===== src/w3x3_pkg.sv =====
package w3x3_pkg;

	localparam int PIX_W     = 8;
	localparam int POS_W     = 10;
	localparam int CFG_W     = 11;
	localparam int CFG_IDX_W = 2;

	localparam logic [CFG_IDX_W-1:0] REG_FRAME_WIDTH  = 2'd0;
	localparam logic [CFG_IDX_W-1:0] REG_FRAME_HEIGHT = 2'd1;

	localparam int RESET_SIZE = 256;

	typedef logic [PIX_W-1:0] pix_t;

	// one column of the window, top row first
	typedef struct packed {
		pix_t top;
		pix_t mid;
		pix_t bot;
	} column_t;

	typedef struct packed {
		logic              emit;
		logic              frame_end;
		logic [POS_W-1:0]  pos_x;
		logic [POS_W-1:0]  pos_y;
		logic              clamp_w;
		logic              clamp_e;
		logic              clamp_n;
		logic              clamp_s;
	} win_ctrl_t;

	typedef struct packed {
		logic      work;
		logic      is_pix;
		win_ctrl_t win;
	} slot_t;

endpackage


===== src/w3x3_ctrl.sv =====
module w3x3_ctrl import w3x3_pkg::*; #(
	parameter int MAX_WIDTH  = 1024,
	parameter int MAX_HEIGHT = 1024,
	localparam int CW = (MAX_WIDTH > 1) ? $clog2(MAX_WIDTH) : 1
) (
	input  logic                 clk,
	input  logic                 arst_n,
	input  logic                 cfg_wr_en,
	input  logic [CFG_IDX_W-1:0] cfg_index,
	input  logic [CFG_W-1:0]     cfg_wr_data,
	input  logic                 take,
	input  logic                 fill,
	output slot_t                slot,
	output logic [CW-1:0]        rd_addr
);

	localparam int WW = $clog2(MAX_WIDTH + 1);
	localparam int HW = $clog2(MAX_HEIGHT + 1);
	localparam int RW = (MAX_HEIGHT > 1) ? $clog2(MAX_HEIGHT) : 1;
	localparam int RESET_W = (RESET_SIZE < MAX_WIDTH) ? RESET_SIZE : MAX_WIDTH;
	localparam int RESET_H = (RESET_SIZE < MAX_HEIGHT) ? RESET_SIZE : MAX_HEIGHT;

	logic [WW-1:0] width_q;
	logic [HW-1:0] height_q;
	logic [WW-1:0] in_col_q;
	logic [HW-1:0] in_row_q;
	logic [CW-1:0] out_col_q;
	logic [RW-1:0] out_row_q;

	logic [WW-1:0] cfg_w;
	logic [HW-1:0] cfg_h;
	logic          cfg_hit;
	logic          is_drain;
	logic          work;
	logic          emit;
	logic          col_last;
	logic          at_e;
	logic          at_s;
	logic          last;

	// size registers hold the value already clamped to the supported range
	always_comb begin
		if (cfg_wr_data == '0) begin
			cfg_w = WW'(1);
		end else if (32'(cfg_wr_data) > 32'(MAX_WIDTH)) begin
			cfg_w = WW'(MAX_WIDTH);
		end else begin
			cfg_w = WW'(cfg_wr_data);
		end
		if (cfg_wr_data == '0) begin
			cfg_h = HW'(1);
		end else if (32'(cfg_wr_data) > 32'(MAX_HEIGHT)) begin
			cfg_h = HW'(MAX_HEIGHT);
		end else begin
			cfg_h = HW'(cfg_wr_data);
		end
	end

	assign cfg_hit  = cfg_wr_en && ((cfg_index == REG_FRAME_WIDTH) ||
		(cfg_index == REG_FRAME_HEIGHT));
	assign is_drain = (in_row_q == height_q);
	assign work     = take && (is_drain || !fill);
	assign col_last = (in_col_q == width_q - WW'(1));
	assign emit     = (in_row_q > HW'(1)) || ((in_row_q == HW'(1)) && (in_col_q != '0));
	assign at_e     = (WW'(out_col_q) == width_q - WW'(1));
	assign at_s     = (HW'(out_row_q) == height_q - HW'(1));
	assign last     = at_e && at_s;

	always_comb begin
		slot.work          = work;
		slot.is_pix        = !is_drain;
		slot.win.emit      = emit;
		slot.win.frame_end = last;
		slot.win.pos_x     = POS_W'(out_col_q);
		slot.win.pos_y     = POS_W'(out_row_q);
		slot.win.clamp_w   = (out_col_q == '0);
		slot.win.clamp_e   = at_e;
		slot.win.clamp_n   = (out_row_q == '0);
		slot.win.clamp_s   = at_s;
	end

	assign rd_addr = in_col_q[CW-1:0];

	always_ff @(posedge clk or negedge arst_n) begin
		if (!arst_n) begin
			width_q   <= WW'(RESET_W);
			height_q  <= HW'(RESET_H);
			in_col_q  <= '0;
			in_row_q  <= '0;
			out_col_q <= '0;
			out_row_q <= '0;
		end else if (cfg_wr_en) begin
			case (cfg_index)
				REG_FRAME_WIDTH: begin
					width_q <= cfg_w;
				end
				REG_FRAME_HEIGHT: begin
					height_q <= cfg_h;
				end
				default: begin
				end
			endcase
			if (cfg_hit) begin
				in_col_q  <= '0;
				in_row_q  <= '0;
				out_col_q <= '0;
				out_row_q <= '0;
			end
		end else if (work) begin
			if (emit && last) begin
				in_col_q  <= '0;
				in_row_q  <= '0;
				out_col_q <= '0;
				out_row_q <= '0;
			end else begin
				if (!is_drain && col_last) begin
					in_col_q <= '0;
					in_row_q <= in_row_q + HW'(1);
				end else begin
					in_col_q <= in_col_q + WW'(1);
				end
				if (emit) begin
					if (at_e) begin
						out_col_q <= '0;
						out_row_q <= out_row_q + RW'(1);
					end else begin
						out_col_q <= out_col_q + CW'(1);
					end
				end
			end
		end
	end

endmodule


===== config.mk =====
export PLATFORM = sky130hd
export DESIGN_NAME = w3x3_ctrl
export DESIGN_NICKNAME = d
export VERILOG_FILES = /design/src/w3x3_pkg.sv /design/src/w3x3_ctrl.sv
export SDC_FILE = /design/constraint.sdc
export NUM_CORES = 1
export LEC_CHECK = 0
export BUFFER_PORTS_ARGS = -buffer_cell sky130_fd_sc_hd__buf_2
export CELL_PAD_IN_SITES_DETAIL_PLACEMENT = 2
export CELL_PAD_IN_SITES_GLOBAL_PLACEMENT = 2
export CORE_MARGIN = 8
export CORE_UTILIZATION = 36
export DETAILED_ROUTE_END_ITERATION = 7
export PLACE_DENSITY_LB_ADDON = 0.1
export SETUP_SLACK_MARGIN = 0.2
export SLEW_MARGIN = 20
export SYNTH_ARGS = -nofsm -noshare
export SYNTH_HDL_FRONTEND = slang
export SYNTH_SLANG_ARGS = --single-unit

===== constraint.sdc =====
create_clock -name clk -period 3.4 [get_ports clk]
set_clock_uncertainty 0.05 [all_clocks]
set_input_delay 0.85 -clock clk [delete_from_list [all_inputs] [get_ports clk]]
set_output_delay 0.85 -clock clk [all_outputs]
set_load 0.1 [all_outputs]

=== Word-level counts from Yosys, hierarchy flattened ===
Index checks and enable logic that the tools add are counted.
W data, S select, Z words.

* Equal/unequal tests: 7
* $add $sub $neg: 6
* Order comparisons: 2
* Muxes and demuxes: 22
* Reductions and logical operators: 26

{| class="wikitable"
|+ Operator list
! kind !! number
|-
| $mux W11 || 11
|-
| $mux W10 || 11
|-
| $add A11 B1 Y11 const B || 2
|-
| $eq A10 B11 Y1 || 2
|-
| $eq A11 B11 Y1 || 2
|-
| $sub A11 B1 Y11 const B || 2
|-
| $add A10 B1 Y10 const B || 2
|-
| $logic_not A10 Y1 || 2
|-
| $eq A11 B1 Y1 const B || 1
|-
| $gt A11 B1 Y1 const B || 1
|-
| $gt A11 B11 Y1 const B || 1
|-
| $logic_not A11 Y1 || 1
|-
| $reduce_bool A11 Y1 || 1
|-
| $reduce_bool A3 Y1 || 3
|-
| $logic_and A1 B1 Y1 || 6
|-
| $reduce_and A2 Y1 || 3
|-
| $reduce_and A3 Y1 || 2
|-
| $reduce_and A4 Y1 || 1
|-
| $logic_or A1 B1 Y1 || 3
|-
| $eq A2 B1 Y1 const B || 1
|-
| $logic_not A1 Y1 || 2
|-
| $logic_not A2 Y1 || 1
|-
| $ne A2 B1 Y1 const B || 1
|-
| $reduce_bool A2 Y1 || 1
|}

* Flip-flop bits (word level): 64
* Output and inout bits: 38

=== Longest topological paths before layout ===
* Depth after elaboration: 7
* Depth in mapped cells: 13

=== Worst setup path before layout ===
Ideal clock, no wire load.

* Path kind: register to output
* From: register out_col_q[5]
* To: output slot[3] (netlist name)
* Setup slack: -1.703 ns
* Stages on the path, launching flop included: 5
* Data arrival time: 4.203 ns
* Cells stage by stage: dfrtp_1 -> clkbuf_1 -> nor4_1 -> nand3b_1 -> nor4_1

{| class="wikitable"
|+ RTL lines
! element !! line !! source
|-
| start: declaration || w3x3_ctrl.sv:27 || <nowiki>logic [CW-1:0] out_col_q;</nowiki>
|-
| start signal: assignment || w3x3_ctrl.sv:127 || <nowiki>out_col_q <= out_col_q + CW'(1);</nowiki>
|-
| end: declaration || w3x3_ctrl.sv:13 || <nowiki>output slot_t slot,</nowiki>
|}

==> results.cfg <==
[status]
status = finished with violations
violations = negative setup slack

[run]
max_cap_violations = 0

[yosys]
synth_seq_cells = 64
ys_types = 64
synth_adder_area_share = 0.02686
synth_area_per_cell_um2 = 8.806
synth_edf_count = 0
synth_xor_xnor_area_share = 0.1270
synthMuxAreaShare = 0.02525
synth_area_mm2 = 0.004658
synth_compound_area_frac = 0.1262
synthSimpleGateAreaFrac = 0.2673
syn_inst = 529
synthArstFlopShare = 1.000
yosys_warnings = 0
ys.flop_type = dfrtp_1
syn-num-nets = 557
synth_top_family_by_area = simple AND/OR/NAND/NOR gates
yosysSeqAreaShare = 0.3443

[clocking]
cts_buffer_depth = 2
path_clk_slew_ns = 0.06
cts_inserted_buffers = 9
cts_tree = built
ctsRootBufferMaster = clkbuf_16
cts_sinks = 64
htreeDepth = 3
clk_latency_ns = 0.35

[detailed_routing]
drt_wl_total_mm = 21.16
drtIter0Drc = 265
drt_first_pass_iters = 5
vias_per_cell = 5.798
drc = 0
wl_per_cell_um = 27.02
drt.antenna.violating_nets = 0
vias = 4540

[timing]
rsz0062_at_grt = true
hold_viol = 0
slew_headroom = 0.1840
fmax_mhz = 263.8
hold-worst-slack_ns = 0.4478
finalSetupViolCount = 15
slew_viol_final = 0
tightest_slew_ns = 1.224
fin_ws_ns = -0.3910
fin_crit_sh = 1.115
period_needed_ns = 3.791

[setup_path]
worstSetupPathType = flop to primary output
critPathTopFamily = simple AND/OR/NAND/NOR gates
worstPathCellList = buf_6 > nor4_4 > nand2_1 > a211oi_2 > nor3_4 > nor4_4 > and2_4 > buf_12
r2r_slack_ns = -0.06
critPathBufInv = 2
r2r-end = in_col_q[7]$_DFFE_PN0P_
cp-end-kind = primary output
start_kind = flop
ff2ff_path_depth = 14
cp.arrival_ns = 2.89
crit_required_ns = 2.50
cp_max_fo = 6
r2r-start = width_q[0]$_DFFE_PN0P_
slowest_stage = dfrtp_1
cpPeakStageDelay_ns = 0.44
crit_top_cell = nor4_4

[cells_and_area]
drive_gt1_frac = 0.4043
diodes = 0
final_nets = 634
syn_to_final_growth_pct = 35.62
register_area_mm2 = 0.001648
n_fill_cell = 1350
multi_input_area_mm2 = 0.003201

[power_and_ir_drop]
power_frac_seq = 0.286
power_switching_w = 0.001620
power_w = 0.003693
p_int_w = 0.002073
peakVddDrop_uv = 387.1
power_density_mw_per_mm2 = 584.5
pwr-share-comb = 0.438
pwr-share-clk = 0.276
switching_share = 0.4387
p_leak_nw = 2.596

[floorplanning]
core_mm2 = 0.01262
io_pins = 56
start_util = 0.3691
die_w_um = 129.8
dieHeight_um = 129.8
die-area_mm2 = 0.01684
rows = 41

[grt]
grt_overflow = 0
grt_pass1_vias = 4847
grt_max_degree = 33
grtUsageTotal = 0.2160
antenna_found_initial = 0
grt_pass1_wl_mm = 27.71

[worst_hold_path]
hp-class = primary input to async pin

[placed_design]
dp_hpwl_mm = 12.41
routabilityCongestion = 0.8390
io_buffer_count = 55
what timing repair did:
action | CTS | global route
pin swaps | 10 | 17
setup endpoints to repair | 34 | 41
hold buffers | 0 | 0
buffers inserted | 25 | 13
resized for setup | 41 | 74
cloned | 1 | 0
worst max path at each step:
stage	start	slack, ns	depth (start not counted)	to
CTS	out_row_q[3]$_DFFE_PN0P_	-0.19	7	slot[24]
detailed placement	height_q[1]$_DFFE_PN0P_	-0.006	8	slot[24]
global route	width_q[0]$_DFFE_PN0P_	-0.47	8	slot[24]
floorplan	out_row_q[3]$_DFFE_PN0P_	0.14	7	slot[24]
global placement	height_q[1]$_DFFE_PN0P_	0.05	8	slot[24]
finish	width_q[0]$_DFFE_PN0P_	-0.39	8	slot[24]
cells by family (layout without fill, tap and decap cells):
group           Yosys count  in the layout
xor+xnor                 62             62
compound gates           91             92
mux                      11             11
buf+inv                  74            155
simple gates            217            217
fa+ha+maj                10             10
flops                    64             64
layout make-up:
type	count	share of cell area
clock buffer	10	0.03624
clock inverter	6	0.01327
timing repair buffer	114	0.1341
sequential	64	0.2608
multi-input combinational	392	0.5066
tap	172	0.03407
inverter	25	0.01485
metal layers:
| layer | wire length [um] | GRT usage | part of all wire | vias up |
|---|---|---|---|---|
| met2 | 10930 | 0.3596 | 0.52 | 116 |
| met3 | 685 | 0.03060 | 0.032 | 43 |
| met5 | 0 | 0 | 0 | - |
| met4 | 763 | 0.1031 | 0.036 | 0 |
| met1 | 8775 | 0.2709 | 0.41 | 2377 |
| li1 | - | - | - | 2004 |
cell usage after synthesis (4+ instances only):
library cell	number	area share
inv_1	25	0.020
o21ai_0	34	0.037
nand2b_1	13	0.017
nand4_1	14	0.019
nor4_1	10	0.013
o22ai_1	6	0.0081
clkbuf_1	20	0.016
or3_1	5	0.0067
o31ai_1	5	0.0081
buf_6	4	0.0097
a31oi_1	7	0.0094
nor4b_1	4	0.0075
and2_1	6	0.0081
nand3_1	26	0.028
mux2i_1	5	0.011
mux2_2	6	0.015
xnor2_1	46	0.086
nor3_1	15	0.016
a21oi_1	15	0.016
nor2b_1	5	0.0067
dfrtp_1	62	0.33
and3_1	14	0.019
nand2_1	43	0.035
buf_4	16	0.026
ha_1	10	0.027
xor2_1	13	0.024
nor2_1	37	0.030
buf_2	7	0.0075
registers in the layout (all words and copies together), names as in the netlist:
signal     count
height_q      11
width_q       11
in_col_q      11
out_row_q     10
in_row_q      11
out_col_q     10
cell usage in the layout (no fill, tap or decap), types with 5 or more instances in the layout:
cell	count
buf_2	50
buf_4	47
xnor2_1	42
nand2_1	41
dfrtp_1	37
o21ai_0	32
nor2_1	26
nand3_1	25
inv_1	21
dfrtp_2	20
nand4_1	14
a21oi_1	14
xor2_1	13
nand2b_1	13
and3_1	12
buf_6	11
nor2_4	9
clkbuf_16	9
nor3_1	8
ha_1	8
mux2_2	6
buf_12	6
nor4_1	5
nor2b_1	5
nor4_4	5
nor3_2	5
and2_1	5
mux2i_1	5
a31oi_1	5
dfrtp_4	5
through the flow:
stage               instance area, um2  worst slack, ns  instances    util  setup TNS (ns)
floorplan                         4778           0.1406        529       -               0
global placement                  5175          0.04889        728  0.4101               0
detailed placement                5175        -0.005620        728  0.4101       -0.005620
CTS                               5859          -0.1926        770  0.4643         -0.4324
global route                      6317          -0.4677        783  0.5006          -3.516
finish                            6317          -0.3910        783  0.5006          -1.378
power groups by stage:
stage / sequential, W / clock (W) / combinational, W
floorplan: 0.00111 / 0 / 0.000860
global placement: 0.00104 / 0 / 0.00118
detailed placement: 0.00104 / 0 / 0.00122
CTS: 0.00103 / 0.00102 / 0.00138
global route: 0.00107 / 0.00107 / 0.00169
finish: 0.00106 / 0.00102 / 0.00162
Power figures use the tool's default switching activity.
