**src/w3x3_pkg.sv**
```systemverilog
package w3x3_pkg;

	localparam int PIX_W     = 8;
	localparam int POS_W     = 10;
	localparam int CFG_W     = 11;
	localparam int CFG_IDX_W = 2;

	localparam logic [CFG_IDX_W-1:0] REG_FRAME_WIDTH  = 2'd0;
	localparam logic [CFG_IDX_W-1:0] REG_FRAME_HEIGHT = 2'd1;

	localparam int RESET_SIZE = 256;

	typedef logic [PIX_W-1:0] pix_t;

	// one column of the window, top row first
	typedef struct packed {
		pix_t top;
		pix_t mid;
		pix_t bot;
	} column_t;

	typedef struct packed {
		logic              emit;
		logic              frame_end;
		logic [POS_W-1:0]  pos_x;
		logic [POS_W-1:0]  pos_y;
		logic              clamp_w;
		logic              clamp_e;
		logic              clamp_n;
		logic              clamp_s;
	} win_ctrl_t;

	typedef struct packed {
		logic      work;
		logic      is_pix;
		win_ctrl_t win;
	} slot_t;

endpackage

```
**src/w3x3_col_cell.sv**
```systemverilog
module w3x3_col_cell import w3x3_pkg::*; (
	input  logic    clk,
	input  logic    shift,
	input  column_t col_in,
	output column_t col_out
);

	column_t col_q;

	always_ff @(posedge clk) begin
		if (shift) begin
			col_q <= col_in;
		end
	end

	assign col_out = col_q;

endmodule

```
**config.mk**
```make
export PLATFORM = sky130hd
export DESIGN_NAME = w3x3_col_cell
export DESIGN_NICKNAME = d
export VERILOG_FILES = /design/src/w3x3_pkg.sv /design/src/w3x3_col_cell.sv
export SDC_FILE = /design/constraint.sdc
export NUM_CORES = 1
export LEC_CHECK = 0
export BUFFER_PORTS_ARGS = -buffer_cell sky130_fd_sc_hd__buf_4
export CAP_MARGIN = 15
export CORE_MARGIN = 2
export CORE_UTILIZATION = 44
export CTS_BUF_LIST = sky130_fd_sc_hd__clkbuf_2 sky130_fd_sc_hd__clkbuf_4 sky130_fd_sc_hd__clkbuf_8
export DETAILED_ROUTE_END_ITERATION = 8
export PLACE_DENSITY = 0.91
export SLEW_MARGIN = 20
export SYNTH_ARGS = -nofsm -noshare
export SYNTH_HDL_FRONTEND = slang
export SYNTH_SLANG_ARGS = --single-unit
```
**constraint.sdc**
```tcl
create_clock -name clk -period 1.3 [get_ports clk]
set_clock_uncertainty 0.15 [all_clocks]
set_input_delay 0.39 -clock clk [delete_from_list [all_inputs] [get_ports clk]]
set_output_delay 0.39 -clock clk [all_outputs]
set_load 0.01 [all_outputs]
```
# Word level (Yosys, flattened, before mapping)

Index checks and enable logic that the tools add are counted.

Equality and inequality tests: 0
Multipliers: 0
Muxes and demuxes: 0
Reduce and logical (&&, ||, !) cells: 0
Bitwise logic cells: 0
$lt $le $gt $ge: 0
$add $sub $neg: 0
Divide/modulo/power cells: 0
Shift-type cells: 0

Memory bits (writable): 0
Bits in latches: 0
Word-level logic and storage cells: 3
Register bits after elaboration: 24
Output and inout bits: 24
Memories kept: 0
Bits of input ports: 26
Bits in read-only memories: 0

# Logic depth before layout (Yosys ltp)

Gate-level depths: netlist of run 1.

Word-level depth: 0
Mapped depth: 0
Gate-level depth less buffers: 0

# Worst setup path before layout of run 1

No wires, ideal clock.

Kind: register -> output
From: register col_q (netlist bit col_out[0])
To: output port col_out[0] (netlist name)
Buffers on the path: 0
Setup slack: 0.366 ns
Arrival: 0.394 ns
Required time: 0.760 ns
Cell stages (with the launch flop): 1
Path through: edfxtp_1

RTL lines:

| what                   | RTL line            | source |
|---|---|---|
| start, declared        | w3x3_col_cell.sv:8  | `column_t col_q;` |
| start signal, assigned | w3x3_col_cell.sv:12 | `col_q <= col_in;` |
| end, declared          | w3x3_col_cell.sv:5  | `output column_t col_out` |

No word-level cell between the ends.

# Final worst setup path of run 1

From: register col_q (netlist bit col_out[22])
To: output port col_out[22] (netlist name)

No word-level cell between the ends.

==> results of run 1 <==
-- synthesized netlist by cell type --
cell type  instances
edfxtp_1          24
-- per-stage QoR --
step | util | setup slack [ns] | hold slack [ns] | setup TNS, ns
global placement | 0.7274 | 0.1609 | 0.4178 | 0
global route | 0.7915 | -0.1212 | 0.09632 | -2.404
floorplan | - | 0.3662 | 0.3389 | 0
finish | 0.7915 | -0.08883 | 0.1169 | -1.534
detailed placement | 0.7274 | 0.1441 | 0.4193 | 0
CTS | 0.7693 | -0.1001 | 0.1071 | -1.805
-- cells by family (layout without fill, tap and decap cells) --
logic type / after synthesis / after routing
buffers and inverters: 0 / 52
flip-flops: 24 / 24
-- worst max path at each step --
stage / from / endpoint / slack, ns / cells after the start
3_3_place_gp: shift / col_out[15]$_DFFE_PP_ / 0.16 / 1
3_5_place_dp: shift / col_out[8]$_DFFE_PP_ / 0.14 / 1
6_report: col_out[22]$_DFFE_PP_ / col_out[22] / -0.09 / 1
4_1_cts: col_out[21]$_DFFE_PP_ / col_out[21] / -0.10 / 1
2_1_floorplan: col_out[0]$_DFFE_PP_ / col_out[0] / 0.37 / 0
5_1_grt: col_out[12]$_DFFE_PP_ / col_out[12] / -0.12 / 1
-- power groups by stage --
stage	registers [W]	clock network [W]	logic, W
2_1_floorplan	0.000986	0	0
3_3_place_gp	0.000951	0	0.000187
3_5_place_dp	0.000954	0	0.000193
4_1_cts	0.000941	0.000303	0.000208
5_1_grt	0.000951	0.000322	0.000231
6_report	0.000946	0.000289	0.000218
-- routing by layer --
metal	track usage	vias to the layer above	routed length, um
met5	0	-	0
met1	0.1404	198	445
met3	0.04082	2	108
li1	-	200	-
met2	0.2841	24	882
met4	0.07273	0	5
-- cell type report --
type                    count  area, sq um
repair buffers             49        442.9
flip-flops and latches     24        720.7
well taps                  16        20.02
clock buffers               3        22.52
fillers                    83        317.8
==> metrics, run 1 <==
antenna violations before repair=0; Hold-fix buffers, CTS=0; Worst setup SP type=flop; CTS root buf=clkbuf_4; Routed Antenna Nets=0; compound-gate portion of the synthesized area=0; post-synth top area share=1.000; flops & latches, synth=24; Rows=14; Max Clk Rate=720.0 MHz; violated checks=negative setup slack; Placer Congestion=about 0.6; Clk pwr share=0.199; PwrDens=1205 nW/um^2; all-layer global routing usage=0.1483; WS Path Type=flop to primary output; total gr overflow=0; clk slew on worst S/H paths=about 0.11 ns; clock tree from TritonCTS=done; Logic pwr share=0.150; IR drop worst, VDD=705.3 uV; 1st-pass router iterations=3; Synth warnings=0; drt drc=0; HP Start=col_in[7]; syn_nets=50; layout cells sized above 1=0.6842; Synth Area in Simple Gates=0; Final Critical Period=between 1 and 1.5 ns; total power=approximately 0.0015 W; Slew @ Worst Pin=0.2926 ns; count of input and output buffers=49; Slew headroom=0.8049; violation count after the first detailed-routing iteration=5; setup ws final=-0.08883 ns; CTS Buf Count=3; largest cells by area after synthesis=edfxtp_1; Syn Inst Count=24; crit share post-route=1.068; Final Cell Area=1206 sq um; hold path depth=1; most frequent cells in the layout=buf_4, edfxtp_1, buf_6; slowest CP cell=edfxtp_1; setup repair bufs after CTS=0; Leak=0.5090 nW; worst path cell trace=buf_6; RSZ-0062 raised after global routing=yes; count of distinct cell types in the synthesized netlist=1; most common cell after layout, fill and taps aside=buf_4; total die area=1978 sq um; drt wl/cell=15.66 um; DR vias=424; xor/xnor share of the synthesized area=0; Synth Cell Area=720.7 sq um; max cap viols=0; Worst Setup End Kind=primary output; placed cell count=89; Slew Limit Fails=0; # IOs=50; post-synthesis adder-cell area fraction=0; Die Wd=44.47 um; sw frac=0.1948; footprint of the multi-input gates=0 sq um; Cell Int Power=0.001170 W; die height=~44 um; Buffers & Inverters on Critical Path=1; DP Area=around 1100 sq um; post-cts resize count=11; final setup violation count=24; vias per cell=4.609; Worst Hold Class=primary input to flop; Hold Path End=col_out[7]$_DFFE_PP_; core region area=1524 sq um; Crit path required time=0.76 ns; status=finished with violations; Hold Fails Final Rpt=0; Top delay family on crit path=flip-flops; Reg power frac=0.651; final cell count without fillers=92; clock buffer depth=2; Multi-Input Combinational=0; Area growth, synth to finish=67.36%; CTS sink cnt=24; total wire length=1.441 mm; Nets=104; cell taking the most area after synthesis=edfxtp_1; Starting Density=0.4729; Avg Cell Area, Syn=30.03 sq um; switching power=roughly 0.00028 W; vias in the first global route=436; largest net degree at the start of global routing=25; slowest stage delay, CP=0.42 ns; first-pass GRT wire length=between 1.5 and 2 mm; # H-tree levels=1; Max Fanout on Critical Path=1; sequential element share of the synthesized area=1.000; mux share of post-synthesis cell area=0; max reg flops=24; ANT cells=0; CP Data Arrival Time=0.85 ns
No activity file was read; power rests on OpenSTA's default activity.
==> inputs of run 2 (changes only) <==
==> constraint.sdc (replaced) <==
create_clock -name clk -period 1.75 [get_ports clk]
set_clock_uncertainty 0.15 [all_clocks]
set_input_delay 0.525 -clock clk [delete_from_list [all_inputs] [get_ports clk]]
set_output_delay 0.525 -clock clk [all_outputs]
set_load 0.01 [all_outputs]
==> run 2 against run 1 <==
Net effect:
- the flow now finishes without violations
- sequential power fell by 27%
- combinational power fell by 36%
- total power fell by 27%
- sequential share of layout area rose by 3.8 points
- worst setup slack improved by 0.31 ns
- first-iteration DRC count fell by 80%
- count of clock-buffer cells in the layout did not move
- critical endpoint is now col_out[1]
- largest power group unchanged
==> metrics, run 2 (synthesis results as in run 1) <==
status=finished, final reports clean (was finished with violations); max cap viols=0 (unchanged); ANT cells=0 (unchanged); count of input and output buffers=49 (unchanged); total gr overflow=0 (unchanged); all-layer global routing usage=0.1354 (was 0.1483); violation count after the first detailed-routing iteration=1 (was 5); setup ws final=0.2214 ns (was -0.08883 ns); drt drc=0 (unchanged); largest net degree at the start of global routing=25 (unchanged); slowest stage delay, CP=0.40 ns (was 0.42 ns); FILL cells=100 (was 83); Clk pwr share=0.216 (was 0.199); first-pass GRT wire length=1.842 mm (was 1.945 mm); Starting Density=0.4729 (unchanged); Sequential cell area=720.7 sq um (unchanged); Slew @ Worst Pin=0.2864 ns (was 0.2926 ns); total die area=1978 sq um (unchanged); most common cell after layout, fill and taps aside=buf_4 (unchanged); final cell count without fillers=93 (was 92); RSZ-0062 raised after global routing=no (was yes); CTS sink cnt=24 (unchanged); die height=44.47 um (unchanged); clock tree from TritonCTS=done (unchanged); post-cts resize count=0 (was 11); Routed Antenna Nets=0 (unchanged); WS Path Type=flop to primary output (unchanged); footprint of the multi-input gates=0 sq um (unchanged); Hold-fix buffers, CTS=0 (unchanged); clk slew on worst S/H paths=0.12 ns (was 0.11 ns); CP Data Arrival Time=0.85 ns (about the same); Area growth, synth to finish=57.47% (was 67.36%); PwrDens=936.5 nW/um^2 (was 1205 nW/um^2); drt wl/cell=13.67 um (was 15.66 um); Worst setup SP type=flop (unchanged); core region area=1524 sq um (unchanged); sw frac=0.2002 (was 0.1948); Max Fanout on Critical Path=1 (unchanged); total wire length=1.271 mm (was 1.441 mm); DR vias=408 (was 424); Leak=0.4857 nW (was 0.5090 nW); layout cells sized above 1=0.6753 (was 0.6842); Slew headroom=0.8091 (was 0.8049); Max Clk Rate=~650 MHz; Hold Fails Final Rpt=0 (unchanged); Final Critical Period=1.529 ns; # IOs=50 (unchanged); vias per cell=4.387 (was 4.609); placed cell count=89 (unchanged); critical path launch point=col_out[1]$_DFFE_PP_ (was col_out[22]$_DFFE_PP_); Cell Int Power=0.0008500 W (was 0.001170 W); 1st-pass router iterations=3 (unchanged); Slew Limit Fails=0 (unchanged); setup repair bufs after CTS=0 (unchanged); Crit path required time=1.07 ns (was 0.76 ns); Buffers & Inverters on Critical Path=1 (unchanged); # H-tree levels=1 (unchanged); Placer Congestion=0.5995 (was 0.5994); Reg power frac=0.653 (was 0.651); Rows=14 (unchanged); Logic pwr share=0.131 (was 0.150); vias in the first global route=409 (was 436); CTS Buf Count=3 (unchanged); IR drop worst, VDD=540.0 uV (was 705.3 uV); crit share post-route=0.8735; most frequent cells in the layout=buf_4, edfxtp_1, clkbuf_4 (was buf_4, edfxtp_1, buf_6); hold path depth=1 (unchanged); Worst Hold Class=primary input to flop (unchanged); slowest CP cell=edfxtp_1 (unchanged); final setup violation count=0 (was 24); post-layout util=0.7447 (was 0.7915); Top delay family on crit path=flip-flops (unchanged); Nets=104 (unchanged); Worst Setup End Kind=primary output (unchanged); max reg flops=24 (unchanged); Die Wd=44.47 um (unchanged); switching power=0.0002127 W (was 0.0002831 W); CTS root buf=clkbuf_4 (unchanged); setup slack at placement=0.4560 ns (was 0.1441 ns); clock buffer depth=2 (unchanged); antenna violations before repair=0 (unchanged); TNS Setup=0 ns (was -1.534 ns); Multi-Input Combinational=0 (unchanged); HP Start=col_in[1] (was col_in[7]); WP depth=1 (unchanged); worst path cell trace=buf_4 (was buf_6); Critical Path Sink=col_out[1] (was col_out[22])
## run 2: cell count changes in the layout (fill, tap and decap cells not counted)
cell and change:
buf_4 +20, buf_6 -20, clkinv_1 +1
## run 2: layout make-up
type | count | share of cell area
Clock buffer | 3 | 0.01985
Clock inverter | 1 | 0.003308
Sequential cell | 24 | 0.6351
Tap cell | 16 | 0.01764
Timing Repair Buffer | 49 | 0.3241
## run 2: layer usage
| metal | GRT usage | vias up | share of wire |
|---|---|---|---|
| li1 | - | 202 | - |
| met1 | 0.1577 | 182 | 0.34 |
| met2 | 0.2435 | 24 | 0.58 |
| met3 | 0.03673 | 0 | 0.079 |
| met4 | 0.03636 | 0 | 0 |
| met5 | 0 | - | 0 |
## run 2: worst min-delay path by stage
stage                                  to  slack [ns]
finish               col_out[1]$_DFFE_PP_        0.24
global route        col_out[19]$_DFFE_PP_        0.22
CTS                 col_out[19]$_DFFE_PP_        0.24
detailed placement  col_out[18]$_DFFE_PP_        0.55
global placement     col_out[1]$_DFFE_PP_        0.55
floorplan            col_out[0]$_DFFE_PP_        0.47
## run 2: per-stage QoR
step | total power (W) | area [sq um] | hold slack [ns]
2_1_floorplan | 0.0007327 | 720.7 | 0.4739
3_3_place_gp | 0.0008451 | 1109 | 0.5528
3_5_place_dp | 0.0008508 | 1109 | 0.5545
4_1_cts | 0.001072 | 1135 | 0.2387
5_1_grt | 0.001106 | 1135 | 0.2221
6_report | 0.001063 | 1135 | 0.2428
## run 2: power by group through the flow
| stage | logic, W | clock network, W | registers [W] |
|---|---|---|---|
| after floorplan | 0 | 0 | 0.000733 |
| after global placement | 0.000139 | 0 | 0.000706 |
| after detailed placement | 0.000143 | 0 | 0.000708 |
| after CTS | 0.000143 | 0.000234 | 0.000695 |
| after global routing | 0.000149 | 0.000258 | 0.000698 |
| final | 0.000140 | 0.000229 | 0.000694 |
==> inputs of run 3 (changes only) <==
--- a/config.mk
+++ b/config.mk
@@ -12,6 +12,7 @@
 export CTS_BUF_LIST = sky130_fd_sc_hd__clkbuf_2 sky130_fd_sc_hd__clkbuf_4 sky130_fd_sc_hd__clkbuf_8
 export DETAILED_ROUTE_END_ITERATION = 8
 export PLACE_DENSITY = 0.91
+export SETUP_SLACK_MARGIN = 0.4
 export SLEW_MARGIN = 20
 export SYNTH_ARGS = -nofsm -noshare
 export SYNTH_HDL_FRONTEND = slang
==> run 3 against run 2 <==
Net effect:
- first-iteration DRC count is the same
- clock power is essentially flat
- non-clock buffer count is the same
- sequential share of layout area shrank 3.6 points
- count of clock-buffer cells in the layout is the same
- combinational power grew 14%
- die area is the same
- cell count is the same
- largest cell class unchanged
- largest power group unchanged
==> metrics, run 3 (synthesis results as in run 1) <==
all-layer global routing usage=0.1441 (was 0.1354); 1st-pass router iterations=2 (was 3); first-pass GRT wire length=1.952 mm (was 1.842 mm); total die area=1978 sq um (unchanged); vias in the first global route=428 (was 409); DR vias=424 (was 408); footprint of the multi-input gates=0 sq um (unchanged); CTS root buf=clkbuf_4 (unchanged); Worst setup SP type=flop (unchanged); Hold Path End=col_out[1]$_DFFE_PP_ (unchanged); global routing usage on met1=0.1690 (was 0.1577); Leak=0.5081 nW (was 0.4857 nW); met2 Use GR=0.2580 (was 0.2435); drt drc=0 (unchanged); IR drop worst, VDD=530.4 uV (was 540.0 uV); Crit path required time=1.07 ns (about the same); most common cell after layout, fill and taps aside=buf_4 (unchanged); total wire length=1.357 mm (was 1.271 mm); Cell Int Power=0.0008699 W (was 0.0008500 W); Slew @ Worst Pin=0.2965 ns (was 0.2864 ns); Final Cell Area=1202 sq um (was 1135 sq um); clk slew on worst S/H paths=0.12 ns (about the same); Reg power frac=0.644 (was 0.653); Area growth, synth to finish=66.84% (was 57.47%); Nets=104 (unchanged); # IOs=50 (unchanged); clock tree from TritonCTS=done (unchanged); DP Area=1109 sq um (unchanged); Routed Antenna Nets=0 (unchanged); final setup violation count=0 (unchanged); Hold Fails Final Rpt=0 (unchanged); CP Data Arrival Time=0.85 ns (about the same); CTS sink cnt=24 (unchanged); violation count after the first detailed-routing iteration=1 (unchanged); most frequent cells in the layout=buf_4, edfxtp_1, buf_6 (was buf_4, edfxtp_1, clkbuf_4); total power=0.001089 W (was 0.001063 W); most used routing layer=met2 (unchanged); Buffers & Inverters on Critical Path=1 (unchanged); TNS Setup=0 ns (unchanged); core region area=1524 sq um (unchanged); worst path cell trace=buf_6 (was buf_4); vias per cell=4.559 (was 4.387); Max Clk Rate=655.1 MHz (was 654.2 MHz); # H-tree levels=1 (unchanged); RSZ-0062 raised after global routing=yes (was no); Worst Hold Class=primary input to flop (unchanged); Final Critical Period=1.527 ns (was 1.529 ns); Logic pwr share=0.147 (was 0.131); max cap viols=0 (unchanged); slowest CP cell=edfxtp_1 (unchanged); antenna violations before repair=0 (unchanged); Rows=14 (unchanged); Starting Density=0.4729 (unchanged); WS Path Type=flop to primary output (unchanged); Max Fanout on Critical Path=1 (unchanged); Placer Congestion=0.5995 (unchanged); drt wl/cell=14.59 um (was 13.67 um); status=finished, final reports clean (unchanged); slowest stage delay, CP=0.42 ns (was 0.40 ns); sw frac=0.2014 (was 0.2002); CTS Buf Count=3 (unchanged); Clk pwr share=0.210 (was 0.216); total gr overflow=0 (unchanged); Top delay family on crit path=flip-flops (unchanged); layout cells sized above 1=0.6753 (unchanged); Multi-Input Combinational=0 (unchanged); crit share post-route=0.8723 (was 0.8735); count of input and output buffers=49 (unchanged); clock buffer depth=2 (unchanged); Slew Limit Fails=0 (unchanged); PwrDens=906.0 nW/um^2 (was 936.5 nW/um^2); HP Start=col_in[1] (unchanged); Worst Setup End Kind=primary output (unchanged); largest net degree at the start of global routing=25 (unchanged); Slew headroom=0.8023 (was 0.8091); Die Wd=44.47 um (unchanged); die height=44.47 um (unchanged); switching power=0.0002194 W (was 0.0002127 W); hold path depth=1 (unchanged); max reg flops=24 (unchanged); M3 GR Usage=0.04082 (was 0.03673); ANT cells=0 (unchanged)
-- run 3: cell counts in the layout (fill, tap and decap cells not counted) --
Identical to the previous run, type by type.
-- run 3: worst max-delay path by stage --
stage,startpoint,end,cells after the start
after floorplan,col_out[0]$_DFFE_PP_,col_out[0],0
after global placement,shift,col_out[15]$_DFFE_PP_,1
after detailed placement,shift,col_out[9]$_DFFE_PP_,1
after CTS,col_out[1]$_DFFE_PP_,col_out[1],1
after global routing,col_out[6]$_DFFE_PP_,col_out[6],1
final,col_out[6]$_DFFE_PP_,col_out[6],1
-- run 3: what timing repair did --
action                                  in CTS  in global routing
resized for setup                           14                  4
endpoints found under the setup margin      24                 24
setup buffers                                0                  0
pin swaps                                    0                  0
hold buffers                                 0                  0
-- run 3: routing by layer --
layer | part of all wire | vias to the layer above
met5 | 0 | -
li1 | - | 202
met3 | 0.076 | 0
met4 | 0 | 0
met1 | 0.33 | 196
met2 | 0.59 | 26
-- run 3: power by group through the flow --
stage                     Clock (W)  Combinational, W  Sequential [W]
after global placement            0          0.000139        0.000706
after CTS                  0.000234          0.000157        0.000700
after global routing       0.000259          0.000170        0.000705
final                      0.000229          0.000160        0.000701
after detailed placement          0          0.000143        0.000708
after floorplan                   0                 0        0.000733
-- run 3: through the flow --
step                setup slack [ns]    util  std cells  hold WS (ns)
finish                        0.2234  0.7890         93        0.2421
global route                  0.1803  0.7890         93        0.2205
CTS                           0.2086  0.7791         93        0.2387
detailed placement            0.4560  0.7274         89        0.5545
global placement              0.4760  0.7274         89        0.5528
floorplan                     0.6812       -         24        0.4739
-- run 3: final cells by class --
cell class	count	area, sq um
clock buffers	3	22.52
clock inverters	1	3.754
fillers	87	321.6
flip-flops and latches	24	720.7
well taps	16	20.02
repair buffers	49	435.4
